<file path="src/dpf_pkg.sv">
`timescale 1ns / 1ps
// ----------------------------------------------------------------------------
// dpf_pkg
// Shared types and constants for the duplicate packet filter.
// ----------------------------------------------------------------------------
package dpf_pkg;

  localparam int unsigned DEF_TABLE_ENTRIES = 16;

  localparam logic [31:0] SWEEP_INTERVAL_RST = 32'd300000;
  localparam logic [31:0] ENTRY_TIMEOUT_RST  = 32'd30000;
  localparam logic [15:0] DUP_WINDOW_RST     = 16'd5;

  localparam int unsigned CFG_IDX_W  = 2;
  localparam int unsigned CFG_DATA_W = 32;
  localparam logic [CFG_IDX_W-1:0] CFG_SWEEP_INTERVAL = 2'd0;
  localparam logic [CFG_IDX_W-1:0] CFG_ENTRY_TIMEOUT  = 2'd1;
  localparam logic [CFG_IDX_W-1:0] CFG_DUP_WINDOW     = 2'd2;

  localparam logic REQ_CHECK = 1'b0;
  localparam logic REQ_TICK  = 1'b1;

  localparam int unsigned IN_DATA_W  = 96;
  localparam int unsigned OUT_DATA_W = 8;

  typedef enum logic [1:0] {
    ST_IDLE,
    ST_SCAN,
    ST_UPDATE
  } state_t;

  typedef struct packed {
    logic [31:0] sweep_interval_ms;
    logic [31:0] entry_timeout_ms;
    logic [15:0] dup_window;
  } cfg_t;

  typedef struct packed {
    logic        req_type;
    logic [31:0] now_ms;
    logic [31:0] src_address;
    logic [15:0] stream_handle;
    logic [15:0] seq_number;
  } req_t;

  typedef struct packed {
    logic [31:0] address;
    logic [15:0] handle;
    logic [15:0] seq;
    logic [31:0] seen_time;
  } row_t;

  typedef struct packed {
    logic valid;
    logic is_duplicate;
    logic table_full;
  } res_t;

endpackage

</file>
<file path="src/dpf_row_mem.sv">
`timescale 1ns / 1ps
// ----------------------------------------------------------------------------
// dpf_row_mem
// Row storage: one write port, one read port, registered read data.
// ----------------------------------------------------------------------------
module dpf_row_mem
  import dpf_pkg::*;
#(
  parameter int unsigned DEPTH = DEF_TABLE_ENTRIES,
  parameter int unsigned IDX_W = (DEPTH > 1) ? $clog2(DEPTH) : 1
) (
  input  logic             clk,
  input  logic             wr_en,
  input  logic [IDX_W-1:0] wr_addr,
  input  row_t             wr_data,
  input  logic             rd_en,
  input  logic [IDX_W-1:0] rd_addr,
  output row_t             rd_data
);

  row_t mem [DEPTH];

  always_ff @(posedge clk) begin
    if (wr_en) begin
      mem[wr_addr] <= wr_data;
    end
  end

  always_ff @(posedge clk) begin
    if (rd_en) begin
      rd_data <= mem[rd_addr];
    end
  end

endmodule

</file>
<file path="src/dpf_ctrl.sv">
`timescale 1ns / 1ps
// ----------------------------------------------------------------------------
// dpf_ctrl
// Row scan sequencer: lookup, free row search, aging sweep and write-back.
// ----------------------------------------------------------------------------
module dpf_ctrl
  import dpf_pkg::*;
#(
  parameter int unsigned TABLE_ENTRIES = DEF_TABLE_ENTRIES,
  parameter int unsigned IDX_W = (TABLE_ENTRIES > 1) ? $clog2(TABLE_ENTRIES) : 1
) (
  input  logic             clk,
  input  logic             rst_n,
  input  logic             in_valid,
  output logic             in_ready,
  input  req_t             in_req,
  input  cfg_t             cfg,
  input  logic             res_ready,
  output res_t             res,
  output logic             mem_wr_en,
  output logic [IDX_W-1:0] mem_wr_addr,
  output row_t             mem_wr_data,
  output logic             mem_rd_en,
  output logic [IDX_W-1:0] mem_rd_addr,
  input  row_t             mem_rd_data
);

  localparam int unsigned CNT_W = $clog2(TABLE_ENTRIES + 1);
  localparam logic [CNT_W-1:0] LAST_CNT = CNT_W'(TABLE_ENTRIES);

  state_t                   state_r, state_nxt;
  req_t                     req_r, req_nxt;
  logic [31:0]              last_sweep_r, last_sweep_nxt;
  logic [TABLE_ENTRIES-1:0] valid_r, valid_nxt;
  logic [CNT_W-1:0]         issue_cnt_r, issue_cnt_nxt;
  logic                     chk_vld_r, chk_vld_nxt;
  logic [IDX_W-1:0]         chk_idx_r, chk_idx_nxt;
  logic                     hit_found_r, hit_found_nxt;
  logic [IDX_W-1:0]         hit_idx_r, hit_idx_nxt;
  logic [15:0]              hit_seq_r, hit_seq_nxt;
  logic                     free_found_r, free_found_nxt;
  logic [IDX_W-1:0]         free_idx_r, free_idx_nxt;

  logic        sweep_due;
  logic        row_live;
  logic        row_match;
  logic        row_stale;
  logic        dup;
  logic [15:0] seq_diff;

  assign sweep_due = (in_req.now_ms - last_sweep_r) > cfg.sweep_interval_ms;
  assign row_live  = valid_r[chk_idx_r];
  assign row_match = (mem_rd_data.address == req_r.src_address) &&
                     (mem_rd_data.handle == req_r.stream_handle);
  assign row_stale = (req_r.now_ms - mem_rd_data.seen_time) > cfg.entry_timeout_ms;

  assign seq_diff = hit_seq_r - req_r.seq_number;
  assign dup      = (req_r.seq_number == hit_seq_r) ||
                    ((req_r.seq_number < hit_seq_r) && (seq_diff < cfg.dup_window));

  // next state
  always_comb begin
    state_nxt = state_r;
    case (state_r)
      ST_IDLE: begin
        if (in_valid && ((in_req.req_type == REQ_CHECK) || sweep_due)) begin
          state_nxt = ST_SCAN;
        end
      end
      ST_SCAN: begin
        if (issue_cnt_r == LAST_CNT) begin
          state_nxt = (req_r.req_type == REQ_TICK) ? ST_IDLE : ST_UPDATE;
        end
      end
      ST_UPDATE: begin
        if (res_ready) begin
          state_nxt = ST_IDLE;
        end
      end
      default: state_nxt = ST_IDLE;
    endcase
  end

  // outputs
  always_comb begin
    in_ready         = (state_r == ST_IDLE);
    mem_rd_en        = (state_r == ST_SCAN) && (issue_cnt_r < LAST_CNT);
    mem_rd_addr      = issue_cnt_r[IDX_W-1:0];
    res.valid        = (state_r == ST_UPDATE);
    res.is_duplicate = hit_found_r && dup;
    res.table_full   = !hit_found_r && !free_found_r;
    mem_wr_en        = (state_r == ST_UPDATE) && res_ready && (hit_found_r || free_found_r);
    mem_wr_addr      = hit_found_r ? hit_idx_r : free_idx_r;
    mem_wr_data.address   = req_r.src_address;
    mem_wr_data.handle    = req_r.stream_handle;
    mem_wr_data.seq       = (hit_found_r && dup) ? hit_seq_r : req_r.seq_number;
    mem_wr_data.seen_time = req_r.now_ms;
  end

  // datapath
  always_comb begin
    req_nxt        = req_r;
    last_sweep_nxt = last_sweep_r;
    valid_nxt      = valid_r;
    issue_cnt_nxt  = issue_cnt_r;
    chk_vld_nxt    = 1'b0;
    chk_idx_nxt    = chk_idx_r;
    hit_found_nxt  = hit_found_r;
    hit_idx_nxt    = hit_idx_r;
    hit_seq_nxt    = hit_seq_r;
    free_found_nxt = free_found_r;
    free_idx_nxt   = free_idx_r;
    case (state_r)
      ST_IDLE: begin
        if (in_valid) begin
          req_nxt        = in_req;
          issue_cnt_nxt  = '0;
          hit_found_nxt  = 1'b0;
          free_found_nxt = 1'b0;
          if ((in_req.req_type == REQ_TICK) && sweep_due) begin
            last_sweep_nxt = in_req.now_ms;
          end
        end
      end
      ST_SCAN: begin
        if (mem_rd_en) begin
          issue_cnt_nxt = issue_cnt_r + 1'b1;
          chk_vld_nxt   = 1'b1;
          chk_idx_nxt   = mem_rd_addr;
        end
        if (chk_vld_r) begin
          if (req_r.req_type == REQ_TICK) begin
            if (row_live && row_stale) begin
              valid_nxt[chk_idx_r] = 1'b0;
            end
          end else if (row_live) begin
            if (!hit_found_r && row_match) begin
              hit_found_nxt = 1'b1;
              hit_idx_nxt   = chk_idx_r;
              hit_seq_nxt   = mem_rd_data.seq;
            end
          end else if (!free_found_r) begin
            free_found_nxt = 1'b1;
            free_idx_nxt   = chk_idx_r;
          end
        end
      end
      ST_UPDATE: begin
        if (res_ready && !hit_found_r && free_found_r) begin
          valid_nxt[free_idx_r] = 1'b1;
        end
      end
      default: ;
    endcase
  end

  always_ff @(posedge clk) begin
    if (!rst_n) begin
      state_r      <= ST_IDLE;
      last_sweep_r <= '0;
      valid_r      <= '0;
      chk_vld_r    <= 1'b0;
    end else begin
      state_r      <= state_nxt;
      last_sweep_r <= last_sweep_nxt;
      valid_r      <= valid_nxt;
      chk_vld_r    <= chk_vld_nxt;
    end
  end

  always_ff @(posedge clk) begin
    req_r        <= req_nxt;
    issue_cnt_r  <= issue_cnt_nxt;
    chk_idx_r    <= chk_idx_nxt;
    hit_found_r  <= hit_found_nxt;
    hit_idx_r    <= hit_idx_nxt;
    hit_seq_r    <= hit_seq_nxt;
    free_found_r <= free_found_nxt;
    free_idx_r   <= free_idx_nxt;
  end

endmodule

</file>
<file path="src/duplicate_packet_filter.sv">
`timescale 1ns / 1ps
// ----------------------------------------------------------------------------
// duplicate_packet_filter
// Sequence number duplicate detection cache keyed by source and handle.
// ----------------------------------------------------------------------------
// A packet transfer (tuser 0) reads every row once, one per cycle, through
// the single read port of the row memory; read data is registered and each
// row is checked in the cycle after its read. The matched or free row is
// written back, and the block returns to idle, when the result is taken into
// the output register. A tick transfer (tuser 1) that starts a sweep occupies
// the block until every row has been read and checked; a tick that does not
// start one leaves the block idle. Ticks give no output transfer. The next
// input transfer is taken as soon as the block is idle, while the previous
// result may still wait in the output register. The user must write
// configuration only while the block is idle; the block does not enforce it.
// ----------------------------------------------------------------------------
module duplicate_packet_filter
  import dpf_pkg::*;
#(
  parameter int unsigned TABLE_ENTRIES = DEF_TABLE_ENTRIES
) (
  input  logic                  clk,
  input  logic                  rst_n,
  input  logic                  in_tvalid,
  output logic                  in_tready,
  // now_ms[31:0], src_address[63:32], stream_handle[79:64], seq_number[95:80]
  input  logic [IN_DATA_W-1:0]  in_tdata,
  // req_type[0]
  input  logic                  in_tuser,
  output logic                  out_tvalid,
  input  logic                  out_tready,
  // is_duplicate[0], table_full[1], zero fill above
  output logic [OUT_DATA_W-1:0] out_tdata,
  input  logic                  cfg_wr_en,
  input  logic [CFG_IDX_W-1:0]  cfg_index,
  input  logic [CFG_DATA_W-1:0] cfg_data
);

  localparam int unsigned IDX_W = (TABLE_ENTRIES > 1) ? $clog2(TABLE_ENTRIES) : 1;

  cfg_t cfg_r, cfg_nxt;
  logic out_valid_r, out_valid_nxt;
  logic out_dup_r, out_dup_nxt;
  logic out_full_r, out_full_nxt;

  req_t             in_req;
  res_t             res;
  logic             res_ready;
  logic             mem_wr_en;
  logic [IDX_W-1:0] mem_wr_addr;
  row_t             mem_wr_data;
  logic             mem_rd_en;
  logic [IDX_W-1:0] mem_rd_addr;
  row_t             mem_rd_data;

  assign in_req.req_type      = in_tuser;
  assign in_req.now_ms        = in_tdata[31:0];
  assign in_req.src_address   = in_tdata[63:32];
  assign in_req.stream_handle = in_tdata[79:64];
  assign in_req.seq_number    = in_tdata[95:80];

  assign res_ready = !out_valid_r || out_tready;

  always_comb begin
    cfg_nxt = cfg_r;
    if (cfg_wr_en) begin
      case (cfg_index)
        CFG_SWEEP_INTERVAL: cfg_nxt.sweep_interval_ms = cfg_data;
        CFG_ENTRY_TIMEOUT:  cfg_nxt.entry_timeout_ms  = cfg_data;
        CFG_DUP_WINDOW:     cfg_nxt.dup_window        = cfg_data[15:0];
        default: ;
      endcase
    end
  end

  always_comb begin
    out_valid_nxt = out_valid_r;
    out_dup_nxt   = out_dup_r;
    out_full_nxt  = out_full_r;
    if (res.valid && res_ready) begin
      out_valid_nxt = 1'b1;
      out_dup_nxt   = res.is_duplicate;
      out_full_nxt  = res.table_full;
    end else if (out_tready) begin
      out_valid_nxt = 1'b0;
    end
  end

  always_ff @(posedge clk) begin
    if (!rst_n) begin
      cfg_r.sweep_interval_ms <= SWEEP_INTERVAL_RST;
      cfg_r.entry_timeout_ms  <= ENTRY_TIMEOUT_RST;
      cfg_r.dup_window        <= DUP_WINDOW_RST;
      out_valid_r             <= 1'b0;
    end else begin
      cfg_r       <= cfg_nxt;
      out_valid_r <= out_valid_nxt;
    end
  end

  always_ff @(posedge clk) begin
    out_dup_r  <= out_dup_nxt;
    out_full_r <= out_full_nxt;
  end

  assign out_tvalid = out_valid_r;
  assign out_tdata  = {{(OUT_DATA_W - 2){1'b0}}, out_full_r, out_dup_r};

  dpf_ctrl #(
    .TABLE_ENTRIES (TABLE_ENTRIES),
    .IDX_W         (IDX_W)
  ) u_ctrl (
    .clk         (clk),
    .rst_n       (rst_n),
    .in_valid    (in_tvalid),
    .in_ready    (in_tready),
    .in_req      (in_req),
    .cfg         (cfg_r),
    .res_ready   (res_ready),
    .res         (res),
    .mem_wr_en   (mem_wr_en),
    .mem_wr_addr (mem_wr_addr),
    .mem_wr_data (mem_wr_data),
    .mem_rd_en   (mem_rd_en),
    .mem_rd_addr (mem_rd_addr),
    .mem_rd_data (mem_rd_data)
  );

  dpf_row_mem #(
    .DEPTH (TABLE_ENTRIES),
    .IDX_W (IDX_W)
  ) u_row_mem (
    .clk     (clk),
    .wr_en   (mem_wr_en),
    .wr_addr (mem_wr_addr),
    .wr_data (mem_wr_data),
    .rd_en   (mem_rd_en),
    .rd_addr (mem_rd_addr),
    .rd_data (mem_rd_data)
  );

endmodule
</file>
<file path="config.mk">
export PLATFORM = sky130hd
export DESIGN_NAME = duplicate_packet_filter
export DESIGN_NICKNAME = d
export VERILOG_FILES = /design/src/dpf_pkg.sv /design/src/dpf_row_mem.sv /design/src/dpf_ctrl.sv /design/src/duplicate_packet_filter.sv
export SDC_FILE = /design/constraint.sdc
export NUM_CORES = 2
export LEC_CHECK = 0
export BUFFER_PORTS_ARGS = -buffer_cell sky130_fd_sc_hd__buf_2
export CORE_ASPECT_RATIO = 1.4
export CORE_MARGIN = 1.5
export CORE_UTILIZATION = 53
export CTS_CLUSTER_SIZE = 30
export DETAILED_ROUTE_END_ITERATION = 10
export PLACE_DENSITY = 0.69
export SLEW_MARGIN = 40
export SYNTH_ARGS = -nofsm -noshare
export SYNTH_HDL_FRONTEND = slang
export SYNTH_HIERARCHICAL = 1
export SYNTH_SLANG_ARGS = --single-unit
</file>
<file path="constraint.sdc">
create_clock -name clk -period 24.2 [get_ports clk]
set_input_delay 6.05 -clock clk [delete_from_list [all_inputs] [get_ports clk]]
set_output_delay 6.05 -clock clk [all_outputs]
set_load 0.005 [all_outputs]
</file>
==> results by group <==
Status
  • Result of the run: finished clean

Synth
  • Count of unique library cells instantiated by Yosys: 86
  • Prevailing post-synth register cell: edfxtp_1
  • Synthesized area divided by synthesized cell count: 18.2 um^2
  • Sequential share of the synthesized area: 71.5%
  • Async set-reset flop share out of synthesis: 0%
  • Syn Std Cell Area: 77800 um^2
  • Number of flops mapped to enable cells by yosys: 1766
  • Yosys warns: 6
  • #FFs+latches synth: 1898
  • Synthesized instance count: 4278

Detailed routing
  • Number of remaining DRC errors: 0
  • Number of optimization iterations in the first detailed-route pass: 7
  • Antenna Violating Nets Remaining: 0
  • Overall routed net length: 181000 um
  • Routed length per placed instance: 27.9 um
  • Average via count per standard cell: 6.16
  • Vias after detailed routing: 39979
  • Detailed router's first-iteration violation count: 4224

Setup path
  • Critical Setup Path Class: input pin to flop
  • Count of cells along the worst register-to-register path: 19
  • Setup slack on the worst flop-to-flop path: 18.11 ns
  • Required time of the worst setup path: 24.90 ns
  • Setup crit start kind: input pin
  • Launching instance or port of the critical path: in_tdata[0]
  • CP Max Fanout: 25
  • Arrival time of the worst setup path: 11.25 ns
  • Crit Reg-Reg Endpoint: u_ctrl/valid_r[0]$_SDFFE_PN0P_
  • Reg2reg start: u_ctrl/mem_wr_data[0]$_DFFE_PP_
  • Sort of element at the end of the critical path: flop

Min path
  • Source of the worst hold timing path: u_row_mem/rd_data[36]$_DFFE_PP_
  • Tightest Hold Check Type: flop to flop
  • Worst hold path cell count: 0
  • Worst Hold End: u_ctrl/hit_seq_r[4]$_DFFE_PP_

Finish
  • Fraction of final layout cells sized beyond drive strength 1: 20.4%
  • Final Net Count: 4704
  • Layout overhead on the synthesized area: 10.9%
  • Number of filler cells placed in the layout: 10519
  • Final std cells w/o fill: 6486

Timing
  • Slew margin rel.: 39.1%
  • Fin Clk Skew: 0.0523 ns
  • Total count of max-transition violations in the final report: 0
  • Final TNS setup: 0 ns
  • Final Hold Slack: 0.417 ns
  • Setup repair after global routing missed its margin: false
  • Final setup viols: 0
  • Worst-margin pin slew: 0.914 ns
  • Final worst path period share: 43.6%
  • Number of endpoints with negative hold slack in the final report: 0
  • Top achievable clock speed: 94.7 MHz
  • Shortest clock period the worst path allows after layout: 10.56 ns

CTS
  • TritonCTS clock tree: built
  • Num Clock Sinks: 1898
  • Latest clock arrival within the worst-skew pair: 0.84 ns
  • Clock Tree Root: clkbuf_16
  • Maximum buffer depth of the clock tree: 3
  • Clock transition at the registers of the reported paths: 0.06 ns
  • Htree depth: 4
  • Buffers inserted by post-CTS timing repair: 0
  • Number of resized instances in the post-cts repair step: 0
  • Number of buffers added by the clock tree synthesis step: 174
  • Total of hold buffers inserted after clock tree synthesis: 0

Power and ir drop
  • Switching Fraction: 29.8%
  • Total chip power: 9.29 mW
  • Largest voltage drop on the vdd net: 0.0947 mV
  • Sequential share of power: 44.3%
  • Internal cell power: 6.52 mW
  • Power per cell area: 108 nW/um^2
  • Clock network fraction of design power: 29.9%
  • Comb power frac: 25.8%
  • Static leakage power: 28.7 nW
  • Psw: 2.77 mW

Floorplanning
  • Area of the core: 146000 um^2
  • Horizontal die dimension: 327 um
  • Initial Util: 53.3%
  • Number of top-level design ports: 146
  • Full die area: 149000 um^2
  • Vertical die dimension: 456 um
  • Placement Rows: 166

Run
  • Number of max-capacitance violations reported: 0

Global route
  • Initial antenna violation count: 5
  • Total congestion overflow: 0
  • Wire length of the first global-routing pass: 267000 um
  • Largest net degree at the start of global routing: 97
  • Via count of the first global-routing pass: 40597
  • Global-route usage over all layers: 24.5%

Placed design
  • Routability cong.: 0.895
  • Port bufs: 139
  • Placed instance count: 6158
  • Detailed-placement wirelength estimate: 101000 um
-- routing by layer --
metal  global-route usage [%]  up-vias  wire length (um)
met1                     32.2    20934             70900
met5                        0        -                23
met4                     8.95        4              6480
li1                         -    17203                 -
met2                     41.7     1530             91800
met3                     3.52      308             11700
-- cells in the final DEF, fill, tap and decap left out, types with 10 or more instances in the layout --
| cell type | count |
|---|---|
| mux2i_1 | 103 |
| mux2_2 | 20 |
| buf_8 | 10 |
| nor2_4 | 13 |
| nor3_1 | 22 |
| edfxtp_1 | 1766 |
| nor2b_1 | 30 |
| clkinvlp_4 | 11 |
| dfxtp_1 | 132 |
| o211ai_1 | 22 |
| a21oi_1 | 92 |
| nand2_1 | 244 |
| nand2b_1 | 12 |
| nor2_1 | 97 |
| xnor2_1 | 68 |
| a22oi_1 | 192 |
| a31oi_1 | 11 |
| buf_2 | 138 |
| nand4_1 | 29 |
| buf_6 | 25 |
| clkbuf_1 | 25 |
| mux4_2 | 385 |
| o21a_1 | 25 |
| clkinv_2 | 26 |
| nor4_1 | 11 |
| ha_1 | 162 |
| inv_1 | 204 |
| clkinv_1 | 48 |
| xor2_1 | 44 |
| clkbuf_16 | 175 |
| nand3_1 | 34 |
| a211oi_1 | 12 |
| a21o_1 | 51 |
| bufinv_16 | 18 |
| buf_4 | 26 |
| o21ai_0 | 50 |
-- sequential cells by signal (all words and copies together), names as in the netlist, 2 cells and up --
register,flops
u_ctrl/issue_cnt_r,5
u_ctrl/chk_idx_r,4
u_ctrl/req_r,17
u_ctrl/valid_r,16
u_ctrl/hit_seq_r,16
u_row_mem/mem,1536
u_ctrl/state_r,2
cfg_r,80
u_ctrl/mem_wr_data,80
u_ctrl/last_sweep_r,32
u_ctrl/hit_idx_r,4
u_ctrl/free_idx_r,4
u_row_mem/rd_data,96
-- synth_stat cells, drive strengths merged (11+ instances only) --
cell type  instances  area share (%)
and2              11           0.088
a31oi             11           0.088
nor4              15            0.13
o21a              25            0.24
nor2b             34            0.27
nand2            244             1.2
nor2             110            0.53
mux2              20            0.29
nor3              26            0.17
inv              205            0.99
o21ai             54            0.35
clkbuf            76            0.37
a21oi             92            0.59
xnor2             68            0.77
buf              195             1.8
nand4             29            0.23
a21o              52            0.51
nand2b            12           0.096
o211ai            22            0.21
dfxtp            132             3.4
a22oi            192             1.9
a211oi            12            0.12
nand3             34            0.22
edfxtp          1766              68
ha               162             2.6
xor2              44            0.50
mux4             389              11
mux2i            103             1.3
-- cells by family after synthesis --
group	Yosys count	share of synthesized area [%]
buffers and inverters	477	3.18
flip-flops	1898	71.5
other	1	0.00482
XOR/XNOR	112	1.26
multiplexers	512	12.9
AND/OR/NAND/NOR	569	3.52
AO/OA/AOI/OAI	544	4.93
adder cells (fa/ha/maj)	165	2.68
-- how the worst max path moves through the flow --
stage / to / slack [ns] / cells after the start
floorplan: u_row_mem/mem[0][0]$_DFFE_PP_ / 10.11 / 5
global route: u_ctrl/last_sweep_r[12]$_SDFFE_PN0P_ / 13.14 / 22
CTS: u_ctrl/last_sweep_r[11]$_SDFFE_PN0P_ / 13.74 / 22
detailed placement: u_ctrl/last_sweep_r[11]$_SDFFE_PN0P_ / 12.87 / 22
finish: u_ctrl/last_sweep_r[11]$_SDFFE_PN0P_ / 13.64 / 22
global placement: u_ctrl/last_sweep_r[15]$_SDFFE_PN0P_ / 12.94 / 22
-- power by group through the flow --
stage	clock [mW]	combinational, mW	sequential (mW)
after floorplan	0	1.88	4.05
final	2.78	2.39	4.12
after detailed placement	0	2.40	4.19
after CTS	2.83	2.42	4.12
after global routing	2.95	2.59	4.14
after global placement	0	2.35	4.18
-- cell type report --
cell class	instances	area (um^2)	area share (%)
clock buffer	203	4510	5.23
inverter	206	773	0.896
multi-input combinational	1908	19900	23.0
antenna	2	5.00	0.00580
timing repair buffer	215	1700	1.97
sequential	1898	55700	64.5
tap	1932	2420	2.80
clock inverter	122	1340	1.55
-- critical path, stage by stage --
cell      delay, ns
buf_2          0.11
inv_1          0.05
ha_1           0.19
inv_1          0.07
fa_1           0.42
a211oi_1       0.35
o21ai_1        0.20
a31o_2         0.31
a211oi_1       0.37
o21ai_0        0.24
a221oi_2       0.42
o311ai_0       0.19
ha_1           0.34
nand4_1        0.15
nor3_1         0.40
nand4_1        0.18
nand4_1        0.14
a31oi_1        0.08
o21ai_4        0.18
buf_4          0.47
mux2i_1        0.25
nor2_1         0.06
-- stage by stage --
stage                     util [%]  area, um^2  setup slack [ns]
final                         59.1       86300             13.64
after detailed placement      55.1       80400             12.87
after floorplan                  -       77800             10.11
after global routing          59.1       86300             13.14
after global placement        54.7       79900             12.94
after CTS                     59.1       86300             13.74
Power figures use the tool's default switching activity.
